===== src/hdl/spvd_pkg.sv =====
// Package for the stream peak and valley detector.
// Holds the field widths, the transaction payload types and the slope codes.
// No dependencies.
package spvd_pkg;

  localparam int SAMPLE_BITS = 16;
  localparam int INDEX_BITS  = 16;

  typedef enum logic [1:0] {
    SLOPE_NONE = 2'b00,
    SLOPE_UP   = 2'b01,
    SLOPE_DOWN = 2'b10
  } slope_t;

  typedef struct packed {
    logic signed [SAMPLE_BITS-1:0] sample;
    logic                          last_sample;
  } item_t;

  typedef struct packed {
    logic        [INDEX_BITS-1:0]  peak_index;
    logic signed [SAMPLE_BITS-1:0] peak_value;
    logic        [INDEX_BITS-1:0]  spread;
    logic                          is_minimum;
  } peak_t;

  typedef struct packed {
    logic  hit;
    peak_t peak;
  } detect_t;

endpackage


===== src/hdl/stream_peak_valley_detector.sv =====
// The block takes one signed sample per transaction and reports local maxima and
// minima, including flat runs, as result transactions. It accepts one sample in
// every cycle while the output is not stalled; a sample passes through an input
// register, and its result through a result register. While a result waits on a stalled output,
// one more sample is taken into the input register before the input stalls too.
// Depends on spvd_pkg and spvd_detect.
module stream_peak_valley_detector (
  input  logic            clk,
  input  logic            rst,
  input  logic            item_valid,
  output logic            item_ready,
  input  spvd_pkg::item_t item,
  output logic            peak_valid,
  input  logic            peak_ready,
  output spvd_pkg::peak_t peak
);

  logic              held_valid;
  spvd_pkg::item_t   held_item;
  logic              advance;
  logic              step;
  spvd_pkg::detect_t detect;

  assign advance    = !peak_valid || peak_ready;
  assign item_ready = !held_valid || advance;
  assign step       = held_valid && advance;

  always_ff @(posedge clk) begin
    if (rst) begin
      held_valid <= 1'b0;
    end else if (item_ready) begin
      held_valid <= item_valid;
    end
  end

  always_ff @(posedge clk) begin
    if (item_valid && item_ready) begin
      held_item <= item;
    end
  end

  spvd_detect u_detect (
    .clk    (clk),
    .rst    (rst),
    .step   (step),
    .item   (held_item),
    .detect (detect)
  );

  always_ff @(posedge clk) begin
    if (rst) begin
      peak_valid <= 1'b0;
    end else if (advance) begin
      peak_valid <= step && detect.hit;
    end
  end

  always_ff @(posedge clk) begin
    if (step && detect.hit) begin
      peak <= detect.peak;
    end
  end

endmodule


===== src/hdl/spvd_detect.sv =====
// Detection state and slope logic of the stream peak and valley detector.
// Processes one sample per step and reports at most one extremum for it.
// Depends on spvd_pkg.
module spvd_detect (
  input  logic                   clk,
  input  logic                   rst,
  input  logic                   step,
  input  spvd_pkg::item_t        item,
  output spvd_pkg::detect_t      detect
);

  localparam int IB = spvd_pkg::INDEX_BITS;
  localparam int SB = spvd_pkg::SAMPLE_BITS;
  localparam logic [IB-1:0] COUNT_MAX = {IB{1'b1}};
  localparam logic [IB-1:0] ONE = {{(IB-1){1'b0}}, 1'b1};

  logic signed [SB-1:0] previous_sample, previous_sample_next;
  spvd_pkg::slope_t     previous_slope, previous_slope_next;
  logic [IB-1:0]        sample_counter, sample_counter_next;
  logic                 in_plateau, in_plateau_next;
  logic [IB-1:0]        plateau_start, plateau_start_next;
  spvd_pkg::slope_t     slope_before, slope_before_next;

  spvd_pkg::slope_t     cur;
  logic                 seen_one;
  logic                 seen_two;
  logic [IB:0]          index_sum;
  logic [IB-1:0]        last_index;

  always_comb begin
    seen_one   = (sample_counter != '0);
    seen_two   = (sample_counter > ONE);
    last_index = sample_counter - ONE;
    index_sum  = {1'b0, last_index} + {1'b0, plateau_start};

    if (!seen_one) begin
      cur = spvd_pkg::SLOPE_NONE;
    end else if ($signed(item.sample) > previous_sample) begin
      cur = spvd_pkg::SLOPE_UP;
    end else if ($signed(item.sample) < previous_sample) begin
      cur = spvd_pkg::SLOPE_DOWN;
    end else begin
      cur = spvd_pkg::SLOPE_NONE;
    end

    previous_sample_next = item.sample;
    previous_slope_next  = seen_one ? cur : previous_slope;
    sample_counter_next  = (sample_counter == COUNT_MAX) ? sample_counter
                                                         : sample_counter + ONE;
    in_plateau_next      = in_plateau;
    plateau_start_next   = plateau_start;
    slope_before_next    = slope_before;

    detect.hit             = 1'b0;
    detect.peak.peak_index = last_index;
    detect.peak.peak_value = previous_sample;
    detect.peak.spread     = ONE;
    detect.peak.is_minimum = (previous_slope == spvd_pkg::SLOPE_DOWN);

    if (seen_two) begin
      if (!in_plateau) begin
        if ((previous_slope == spvd_pkg::SLOPE_UP && cur == spvd_pkg::SLOPE_DOWN) ||
            (previous_slope == spvd_pkg::SLOPE_DOWN && cur == spvd_pkg::SLOPE_UP)) begin
          detect.hit = 1'b1;
        end
        if (cur == spvd_pkg::SLOPE_NONE) begin
          in_plateau_next    = 1'b1;
          plateau_start_next = sample_counter;
          slope_before_next  = previous_slope;
        end
      end else if (cur != spvd_pkg::SLOPE_NONE) begin
        detect.peak.peak_index = index_sum[IB:1];
        detect.peak.spread     = sample_counter - plateau_start + ONE;
        if (slope_before == spvd_pkg::SLOPE_UP && cur == spvd_pkg::SLOPE_DOWN) begin
          detect.hit             = 1'b1;
          detect.peak.is_minimum = 1'b0;
        end else if (slope_before == spvd_pkg::SLOPE_DOWN &&
                     cur == spvd_pkg::SLOPE_UP) begin
          detect.hit             = 1'b1;
          detect.peak.is_minimum = 1'b1;
        end
        in_plateau_next = 1'b0;
      end
    end

    if (item.last_sample) begin
      previous_sample_next = '0;
      previous_slope_next  = spvd_pkg::SLOPE_NONE;
      sample_counter_next  = '0;
      in_plateau_next      = 1'b0;
      plateau_start_next   = '0;
      slope_before_next    = spvd_pkg::SLOPE_NONE;
    end
  end

  always_ff @(posedge clk) begin
    if (rst) begin
      previous_sample <= '0;
      previous_slope  <= spvd_pkg::SLOPE_NONE;
      sample_counter  <= '0;
      in_plateau      <= 1'b0;
      plateau_start   <= '0;
      slope_before    <= spvd_pkg::SLOPE_NONE;
    end else if (step) begin
      previous_sample <= previous_sample_next;
      previous_slope  <= previous_slope_next;
      sample_counter  <= sample_counter_next;
      in_plateau      <= in_plateau_next;
      plateau_start   <= plateau_start_next;
      slope_before    <= slope_before_next;
    end
  end

endmodule


===== config.mk =====
export PLATFORM = sky130hd
export DESIGN_NAME = stream_peak_valley_detector
export DESIGN_NICKNAME = d
export VERILOG_FILES = /design/src/hdl/spvd_pkg.sv /design/src/hdl/stream_peak_valley_detector.sv /design/src/hdl/spvd_detect.sv
export SDC_FILE = /design/constraint.sdc
export NUM_CORES = 1
export LEC_CHECK = 0
export ABC_AREA = 1
export BUFFER_PORTS_ARGS = -buffer_cell sky130_fd_sc_hd__clkbuf_2
export CAP_MARGIN = 15
export CORE_MARGIN = 4
export CORE_UTILIZATION = 30
export CTS_CLUSTER_DIAMETER = 50
export CTS_CLUSTER_SIZE = 20
export DETAILED_ROUTE_END_ITERATION = 10
export GPL_TIMING_DRIVEN = 1
export PLACE_DENSITY = 0.5
export SYNTH_ARGS = -nofsm -noshare
export SYNTH_HDL_FRONTEND = slang
export SYNTH_SLANG_ARGS = --single-unit
export TNS_END_PERCENT = 100

===== constraint.sdc =====
create_clock -name clk -period 3.2 [get_ports clk]
set_clock_uncertainty 0.05 [all_clocks]
set_input_delay 0.32 -clock clk [delete_from_list [all_inputs] [get_ports clk]]
set_output_delay 0.32 -clock clk [all_outputs]
set_load 0.005 [all_outputs]

== Yosys cells after proc, flatten, opt, wreduce, memory -nomap -nowiden ==
Index checks and enable logic that the tools add are counted.

* Register bits after elaboration: 121

* Reduce and logical (&&, ||, !) cells: 23
* Equality and inequality tests: 9
* Add/sub/neg operators: 5
* Mux-type cells: 33
* $lt $le $gt $ge: 3

{| class="wikitable"
|+ Operators with widths
! cell !! number
|-
| $mux W16 || 8
|-
| $mux W17 || 2
|-
| $add A16 B1 Y16 const B || 2
|-
| $mux W2 || 9
|-
| $add A16 B16 Y17 || 1
|-
| $eq A16 B16 Y1 const B || 1
|-
| $gt A16 B1 Y1 const B || 1
|-
| $gt A16 B16 Y1 || 1
|-
| $lt A16 B16 Y1 || 1
|-
| $reduce_bool A16 Y1 || 1
|-
| $sub A16 B1 Y16 const B || 1
|-
| $sub A16 B16 Y16 || 1
|-
| $mux W1 || 14
|-
| $reduce_bool A2 Y1 || 4
|-
| $logic_and A1 B1 Y1 || 7
|-
| $eq A2 B1 Y1 const B || 3
|-
| $eq A2 B2 Y1 const B || 3
|-
| $reduce_and A2 Y1 || 3
|-
| $ne A2 B2 Y1 const B || 2
|-
| $reduce_and A4 Y1 || 1
|-
| $logic_or A1 B1 Y1 || 3
|-
| $reduce_and A3 Y1 || 1
|-
| $logic_not A1 Y1 || 2
|-
| $logic_not A2 Y1 || 1
|}

== Longest topological paths before layout ==
* Depth after elaboration: 12
* Gate-level depth with buffers: 20

== Modules after synthesis ==
From an unflattened synthesis, not the netlist that was laid out.

* Cells, all modules: 841
* Area, all modules: 7153.1 µm²

{| class="wikitable"
|+ By module, submodules not included
! module !! area each (µm²) !! cells each !! instances
|-
| spvd_detect || 5066.1 || 757 || 1
|-
| stream_peak_valley_detector || 2087.0 || 84 || 1
|}

== Least setup slack after synthesis ==
No wires, ideal clock.

* Path kind: register to register
* Start: register held_item[16] in the netlist's numbering
* End: register peak[0] in the netlist's numbering (enable)
* Arrival time: 2.591 ns
* Stages on the path, launching flop included: 14
* Setup slack: 0.156 ns
* Buffers on the path: 0
* Clock period less this slack: 3.044 ns
* Setup time: 0.403 ns
* Cells stage by stage: edfxtp_1 > ha_1 > nand2_1 > inv_2 > nand3_2 > nor3_2 > nand2_1 > nand2_1 > nand2_1 > nand2_4 > nand4_1 > nand3_1 > nand3_1 > inv_1

* Longest elaborated chain between the ends: 12
* Elaborated cells between the ends (all ways): 20
* Those cells by class: order compare: 2; eq/ne: 2; mux: 9; reduce/logical: 7

{| class="wikitable"
|+ Ends and longest elaborated chain
! item !! RTL line !! text
|-
| start: declaration || stream_peak_valley_detector.sv:19 || <nowiki>spvd_pkg::item_t held_item;</nowiki>
|-
| start signal: assignment || stream_peak_valley_detector.sv:38 || <nowiki>held_item <= item;</nowiki>
|-
| $lt A16 B16 Y1 || spvd_detect.sv:40 || <nowiki>end else if ($signed(item.sample) < previous_sample) begin</nowiki>
|-
| $mux W2 || spvd_detect.sv:40 ||
|-
| $mux W2 * || spvd_detect.sv:38 || <nowiki>end else if ($signed(item.sample) > previous_sample) begin</nowiki>
|-
| $mux W2 * || spvd_detect.sv:36 || <nowiki>if (!seen_one) begin</nowiki>
|-
| $eq A2 B1 Y1 || spvd_detect.sv:63, spvd_detect.sv:78 ||
|-
| $logic_and A1 B1 Y1 || spvd_detect.sv:77 || <nowiki>end else if (slope_before == spvd_pkg::SLOPE_DOWN &&</nowiki>
|-
| $mux W1 || spvd_detect.sv:77 ||
|-
| $mux W1 || spvd_detect.sv:74 || <nowiki>if (slope_before == spvd_pkg::SLOPE_UP && cur == spvd_pkg::SLOPE_DOWN) begin</nowiki>
|-
| $mux W17 || spvd_detect.sv:71 || <nowiki>end else if (cur != spvd_pkg::SLOPE_NONE) begin</nowiki>
|-
| $mux W1 * || spvd_detect.sv:61 || <nowiki>if (!in_plateau) begin</nowiki>
|-
| $mux W17 * || spvd_detect.sv:60 || <nowiki>if (seen_two) begin</nowiki>
|-
| $logic_and A1 B1 Y1 * || stream_peak_valley_detector.sv:59 || <nowiki>if (step && detect.hit) begin</nowiki>
|-
| end signal: assignment || stream_peak_valley_detector.sv:60 || <nowiki>peak <= detect.peak;</nowiki>
|-
| end: declaration || stream_peak_valley_detector.sv:15 || <nowiki>output spvd_pkg::peak_t peak</nowiki>
|}

Every way passes the cells marked *; elsewhere a longest branch is shown, timed or not.
A chain may end at the register's enable or synchronous reset.

==> impl_summary.log <==
INFO  metric rsz0062_at_grt = yes
INFO  metric boundaryPins = 72
INFO  metric powerDensity = 466 nW/um^2
INFO  metric post-dp-hpwl = 12400 um
INFO  metric syn_avg_cell_area = 8.74 sq um
INFO  metric initial_antenna_violation_count = 0
INFO  metric period_needed = 2.97 ns
INFO  metric final.setup.worst_slack = 0.233 ns
INFO  metric grt-ovfl-total = 0
INFO  metric finalMaxSlewViolations = 0
INFO  metric layout_commonest_cell = sky130_fd_sc_hd__nand2_1
INFO  metric setup-violations-final = 0
INFO  metric fin_tns_setup = 0 ns
INFO  metric dr_total_vias = 5634
INFO  metric antenna-diode-count = 0
INFO  metric track_usage = 13.5%
INFO  metric first_global_vias = 5555
INFO  metric post_drt_wl_per_cell = 13.8 um
INFO  metric ctsHtreeMaxLevel = 4
INFO  metric finalWirelength = 17100 um
INFO  metric port_buffers = 71
INFO  metric met3_usage = under 10%
INFO  metric final_cell_area = around 8600 sq um
INFO  metric gpl.final_weighted_congestion = 0.914
INFO  metric synth.ff_latch_count = 121
INFO  metric slew_headroom = 52.3%
INFO  metric grt_most_used_layer = met2
INFO  metric placed_area = 7860 sq um
INFO  metric drc = 0
INFO  metric number_of_nets_in_the_synthesized_netlist = roughly 900
INFO  metric cp_max_fo = 5
INFO  metric clock_tree_root = sky130_fd_sc_hd__clkbuf_16
INFO  metric worst_ep_arrival_time = between 3 and 4 ns
INFO  metric syn_area = 7120 sq um
INFO  metric syn_inst = 815
INFO  metric design.die.area = 26300 sq um
INFO  metric initial_core_util = 30.4%
INFO  metric setup.worst_path.end_class = flop
INFO  metric groute.layer.met1.usage = around 18%
INFO  metric fin_cells = between 1000 and 1500
INFO  metric start_kind = flop
INFO  metric syn2layout_area_growth = 20.1%
INFO  metric count_of_max_cap_constraint_violations = 0
INFO  metric place_inst = 1200
INFO  metric fmax = 337 MHz
INFO  metric critPathKind = flop to flop
INFO  metric outcome = completed
INFO  metric hold_path.class = primary input to flop
INFO  metric cts-buffers-inserted = 17
INFO  metric max-vdd-ir-drop = 0.236 mV
INFO  metric place_ws = 0.0489 ns
INFO  metric final_layout_size_suffix_gt1_share = 18.7%
INFO  metric period_share = 92.7%
INFO  metric drtPass1Iterations = 5
INFO  metric leading_cell_types_in_the_layout_fill_and_taps_excluded = sky130_fd_sc_hd__nand2_1 (141), sky130_fd_sc_hd__inv_1 (107), sky130_fd_sc_hd__a21oi_1 (89)
INFO  metric chipWidth = 162 um
INFO  metric grt_max_degree = 43
INFO  metric final_net_count = just under 1000
INFO  metric tritoncts = yes
INFO  metric synth_edf_count = 66
INFO  metric post_drt_via_cell_ratio = 4.55
INFO  metric globalRouteMet2Util = 22.0%
INFO  metric cts.clk_slew.worst_paths = around 0.06 ns
INFO  metric leakagePower = 3.61 nW
INFO  metric synthFlopType = sky130_fd_sc_hd__edfxtp_1
INFO  metric yosys.cell_types.count = 48
INFO  metric ys_warn_count = 0
INFO  metric core_area = ~23000 sq um
INFO  metric yosysSeqAreaShare = 43.3%
INFO  metric worst_ep_required_time = 3.32 ns
INFO  metric first_pass_grt_wire_length = 28400 um
INFO  metric dr.first_iter.drc_count = 238
INFO  metric detail-route-antenna-nets = 0
INFO  metric tightest_slew = roughly 0.71 ns
INFO  metric die-height = 162 um
INFO  metric clk-insertion-delay-late = 0.42 ns
INFO  metric timing.final.hold_violations = 0
INFO  metric max-clock-path-buffers = 2
INFO  metric hold_buffers = 0
INFO  metric rows = 56
INFO  metric clock_sinks = 121
INFO  metric hold-worst-slack = 0.0226 ns
INFO  metric synthArstFlopShare = 0%
==> cells in the mapped netlist, drive strengths merged, types with 4 or more instances <==
library cell / instances / share of area [%]
inv: 119 / 6.3
xnor2: 10 / 1.2
a21o: 5 / 0.53
nand2: 146 / 7.9
a21oi: 92 / 6.6
a211oi: 17 / 1.8
nor2: 52 / 3.2
buf: 16 / 2.1
o2111ai: 4 / 0.49
nor3: 13 / 1.2
nand4: 28 / 2.5
nand3: 31 / 2.5
dfxtp: 55 / 15
edfxtp: 66 / 28
clkbuf: 9 / 0.47
xor2: 22 / 2.7
o21ai: 43 / 3.0
ha: 65 / 11
==> sequential cells by signal, indices dropped and copies added (netlist names) <==
register	count
held_item	17
held_valid	1
peak	49
peak_valid	1
u_detect.in_plateau	1
u_detect.plateau_start	16
u_detect.previous_sample	16
u_detect.previous_slope	2
u_detect.sample_counter	16
u_detect.slope_before	2
==> cells by family after synthesis <==
logic type / count (synthesis) / synth area share, %
adder cells (fa/ha/maj): 67 / 12.0
buffers and inverters: 145 / 8.94
AND/OR/NAND/NOR: 279 / 18.2
XOR/XNOR: 32 / 3.94
flip-flops: 121 / 43.3
AO/OA/AOI/OAI: 171 / 13.6
==> worst max-delay path, cell delays in order, from the launching register on <==
cell,delay (ns)
sky130_fd_sc_hd__dfxtp_1,0.34
sky130_fd_sc_hd__inv_2,0.10
sky130_fd_sc_hd__buf_4,0.11
sky130_fd_sc_hd__ha_1,0.14
sky130_fd_sc_hd__inv_1,0.08
sky130_fd_sc_hd__nor3_1,0.20
sky130_fd_sc_hd__buf_4,0.17
sky130_fd_sc_hd__xor2_1,0.26
sky130_fd_sc_hd__inv_1,0.07
sky130_fd_sc_hd__ha_1,0.34
sky130_fd_sc_hd__a21oi_1,0.21
sky130_fd_sc_hd__o21ai_1,0.11
sky130_fd_sc_hd__a21oi_1,0.21
sky130_fd_sc_hd__o21ai_1,0.11
sky130_fd_sc_hd__xnor2_1,0.14
sky130_fd_sc_hd__o21ai_1,0.07
==> cell type report <==
class,count,area [sq um]
Fill cell,2439,14800
Multi-Input combinational cell,549,3460
Sequential cell,121,3080
Timing Repair Buffer,96,556
Inverter,120,457
Clock buffer,18,439
Tap cell,319,399
Clock inverter,14,160
==> metrics by stage <==
step | power [W] | utilization, %
2_1_floorplan | 0.00197 | -
3_5_place_dp | 0.00206 | 33.6
3_3_place_gp | 0.00206 | 33.6
5_1_grt | 0.00415 | 36.6
6_report | 0.00399 | 36.6
4_1_cts | 0.00404 | 36.1
==> report_power, final <==
part           switching (W)  internal (W)
clock network       0.000765       0.00119
registers          0.0000189       0.00167
logic               0.000220      0.000126
total                0.00100       0.00298
==> timing repair <==
action,in CTS,in global routing
endpoints found under the setup margin,0,7
hold endpoints to repair,0,0
resized for setup,0,17
setup buffers,0,5
==> final timing paths <==
path | from | end | slack (ns) | cells after the start
min | item[5] | held_item[5] | 0.02 | 1
min reg2reg | u_detect.previous_sample[14] | peak[31] | 0.38 | 0
max | u_detect.sample_counter[1] | peak[45] | 0.23 | 15
max reg2reg | u_detect.sample_counter[1] | peak[45] | 0.23 | 15
==> layer usage <==
layer,vias up,part of all wire (%)
li1,2975,-
met1,2557,49
met3,13,3.0
met5,-,0
met2,89,47
met4,0,1.2
No activity file was read; power rests on OpenSTA's default activity.
